## src/rtl/dir_pkg.sv

```systemverilog
// ----------------------------------------------------------------------------
// dir_pkg
// Shared constants, types and controller/datapath bundles for the dense id
// renumbering block.
// ----------------------------------------------------------------------------
`default_nettype none

package dir_pkg;

  localparam int FEATURE_SLOTS = 1024;
  localparam int FRAME_SLOTS   = 256;
  localparam int KEY_BITS      = 32;

  localparam int FIELD_KEY_BITS     = 32;
  localparam int DENSE_FEATURE_BITS = 10;
  localparam int DENSE_FRAME_BITS   = 8;

  localparam int KEY_W = (KEY_BITS < FIELD_KEY_BITS) ? KEY_BITS : FIELD_KEY_BITS;

  localparam int FEAT_AW = $clog2(FEATURE_SLOTS);
  localparam int FRAME_AW = $clog2(FRAME_SLOTS);
  localparam int FEAT_CW = $clog2(FEATURE_SLOTS + 1);
  localparam int FRAME_CW = $clog2(FRAME_SLOTS + 1);

  localparam int MAX_SLOTS = (FEATURE_SLOTS > FRAME_SLOTS) ? FEATURE_SLOTS : FRAME_SLOTS;
  localparam int SCAN_W = $clog2(MAX_SLOTS + 1);

  typedef enum logic [1:0] {
    ST_IDLE,
    ST_SCAN,
    ST_UPDATE
  } dir_state_t;

  typedef struct packed {
    logic load;
    logic scan;
    logic commit;
  } dir_cmd_t;

  typedef struct packed {
    logic scan_done;
    logic out_free;
  } dir_sts_t;

endpackage

`default_nettype wire

```

## src/rtl/dir_ctrl.sv

```systemverilog
// ----------------------------------------------------------------------------
// dir_ctrl
// Sequencer: accept a request, run the table scan, commit the result.
// ----------------------------------------------------------------------------
`default_nettype none

module dir_ctrl import dir_pkg::*; (
  input  wire logic     clk,
  input  wire logic     rst,
  input  wire logic     req_valid,
  output logic          req_ready,
  input  wire dir_sts_t sts,
  output dir_cmd_t      cmd
);

  dir_state_t state, state_next;

  always_ff @(posedge clk) begin
    if (rst) begin
      state <= ST_IDLE;
    end else begin
      state <= state_next;
    end
  end

  always_comb begin
    state_next = state;
    req_ready  = 1'b0;
    cmd        = '0;
    unique case (state)
      ST_IDLE: begin
        req_ready = 1'b1;
        if (req_valid) begin
          cmd.load   = 1'b1;
          state_next = ST_SCAN;
        end
      end
      ST_SCAN: begin
        cmd.scan = 1'b1;
        if (sts.scan_done) begin
          state_next = ST_UPDATE;
        end
      end
      ST_UPDATE: begin
        if (sts.out_free) begin
          cmd.commit = 1'b1;
          state_next = ST_IDLE;
        end
      end
      default: begin
        state_next = ST_IDLE;
      end
    endcase
  end

endmodule

`default_nettype wire

```

## config.mk

```make
export PLATFORM = sky130hd
export DESIGN_NAME = dir_ctrl
export DESIGN_NICKNAME = d
export VERILOG_FILES = /design/src/rtl/dir_pkg.sv /design/src/rtl/dir_ctrl.sv
export SDC_FILE = /design/constraint.sdc
export NUM_CORES = 1
export LEC_CHECK = 0
export ABC_AREA = 1
export BUFFER_PORTS_ARGS = -buffer_cell sky130_fd_sc_hd__buf_2
export CORE_AREA = 2 2 39 41
export DETAILED_ROUTE_END_ITERATION = 7
export DIE_AREA = 0 0 41 43
export PLACE_DENSITY = 0.3
export SLEW_MARGIN = 20
export SYNTH_ARGS = -nofsm -noshare
export SYNTH_HDL_FRONTEND = slang
export SYNTH_SLANG_ARGS = --single-unit
```

## constraint.sdc

```tcl
create_clock -name clk -period 1.2 [get_ports clk]
set_input_delay 0.12 -clock clk [delete_from_list [all_inputs] [get_ports clk]]
set_output_delay 0.12 -clock clk [all_outputs]
set_load 0.01 [all_outputs]
```

==> impl_metrics.yaml <==
run_status:
  outcome: "finished clean"
final_layout:
  fillers: 160
  multi_input_area_um2: 57.6
  reg_top3: "state x2"
  postLayoutCellArea_um2: 196
  antenna_cells: 0
  final_core_util: 0.142
  largest_reg_flops: 2
  drive_gt1_frac: 0.615
  seq_area_um2: 41.3
  final_cell_mix: "8 x buf_2, 4 x inv_1, 3 x clkbuf_4"
  layout_commonest_cell: "buf_2"
  nets: 33
  regMostFlops: "state"
  area_growth_syn_to_layout_pct: 82.6
drt:
  wl_met3_um: 45
  drt-total-wl_um: 309
  num_vias: 119
  dr.max_layer_used: "met3"
  ant_nets: 0
  wl_per_cell_um: 7.36
  vias_per_cell: 2.83
  route.detailed.drc: 0
  wl_met1_um: 173
  first_pass_iters: 4
  drt_iter0_markers: 3
  wl_met2_um: 90
setup_path:
  cp-end-kind: "output port"
  cp_slowest_stage_delay_ns: 0.34
  crit_arrival_ns: 0.98
  path_buf_inv: 2
  crit_path_cell_trace: "nor2_2 -> nand2_2 -> inv_1 -> buf_2"
  cp_data_required_time_ns: 1.08
  crit_type: "reg2out"
  cp-start-kind: "flip-flop"
  crit_slowest_cell: "dfxtp_1"
  r2r_start: "state[0]"
  cp_max_fo: 5
  cp-startpoint: "state[0]"
  crit_family: "flip-flops"
yosys:
  ys_seq_elements: 2
  syn_area_um2: 108
  syn_nets: 20
  syn-instance-count: 15
  yosysSeqAreaShare: 0.372
  yosys_warnings: 0
  synth_top_area_frac: 0.372
  synthTopCellsByArea: "dfxtp_1 37%, inv_1 14%, nand3_1 9.3%"
  syn_area_per_cell_um2: 7.17
  synth_largest_area_cell: "dfxtp_1"
  ys_types: 10
sta:
  tightest_slew_ns: 0.191
  period_needed_ns: 1.10
  fin_ws_ns: 0.100
  grt_setup_unrepaired: "no"
  max_slew_margin: 0.872
  finalHoldViolations: 0
  fmax_mhz: 909
  period_share: 0.917
  tns_ns: 0
  fin_skew_ns: 0.00197
  slew_violations: 0
  setup_viol: 0
min_path:
  worstHoldStart: "rst"
  worstHoldPathType: "in2reg"
cts:
  htree_levels: 1
  clkSinkCount: 2
  cts_hold_buf: 0
  clk_path_buf_depth: 2
  cts_made_buffers: 3
  cts-root-buf: "clkbuf_4"
  clk_pin_slew_ns: 0.03
  clock_latency_ns: 0.22
  cts_tree: "done"
power_and_ir_drop:
  power.total_mw: 0.271
  leakage_nw: 0.0948
  peakVddDrop_mv: 0.348
  power_density_nw_per_um2: 1380
placement:
  gp_congestion: 0.543
  post-place-ws_ns: 0.282
  portBuffers: 8
  hpwlAfterDp_um: 236
  placed_area_um2: 168
floorplanning:
  die_w_um: 41
  dieArea_um2: 1760
  die_y_um: 43
  coreArea_um2: 1380
  rows: 14
  start_util: 0.0778
  io_pins: 9
global_routing:
  grt_max_degree: 6
  grt_overflow: 0
  track_usage: 0.0460
  grt_pass1_wl_um: 469
  grt_antenna_before_repair: 0
  grt_pass1_vias: 128
run:
  max_cap_violations: 0
==> cells in the mapped netlist, drive strengths merged <==
cell	n
inv	4
a21oi	2
dfxtp	2
nand3	2
nor2	2
nand2	1
nand3b	1
nor3	1
==> power by group <==
group          total, mW  internal [mW]  switching [mW]
combinational     0.0437         0.0199          0.0238
clock              0.149          0.110          0.0390
sequential        0.0775         0.0716         0.00586
total              0.271          0.202          0.0687
==> area by class of cell <==
type / count / share of cell area
clock buffers: 3 / 0.115
inverters: 4 / 0.0764
multi-input cells: 9 / 0.293
flip-flops and latches: 2 / 0.210
well taps: 16 / 0.102
repair buffers: 8 / 0.204
==> layer usage <==
metal | global-route usage | up-vias
met3 | 0.0157 | 0
met1 | 0.0637 | 40
met5 | 0 | -
li1 | - | 70
met4 | 0.0800 | 0
met2 | 0.0344 | 9
==> cell families after synthesis <==
family	Yosys count	synth area share
compound gates	2	0.128
simple gates	7	0.360
buf+inv	4	0.139
flops	2	0.372
==> through the flow <==
step                      std cells  hold WS [ns]
after floorplan                  15         0.182
after global placement           39         0.300
after detailed placement         39         0.298
after CTS                        42        0.0580
after global routing             42        0.0660
final                            42        0.0671
==> final timing paths <==
check / end / slack (ns) / depth (start not counted)
worst max-delay path: cmd[2] / 0.10 / 4
worst min register to register: state[1] / 0.51 / 2
worst min-delay path: state[0] / 0.07 / 2
worst max register to register: state[0] / 0.43 / 3
==> repair_timing <==
item                                    CTS  global route
endpoints found under the setup margin    0             1
setup buffers                             0             0
endpoints found under the hold margin     0             0
gates resized for setup                   0             2
(Power assumes the default switching activity.)
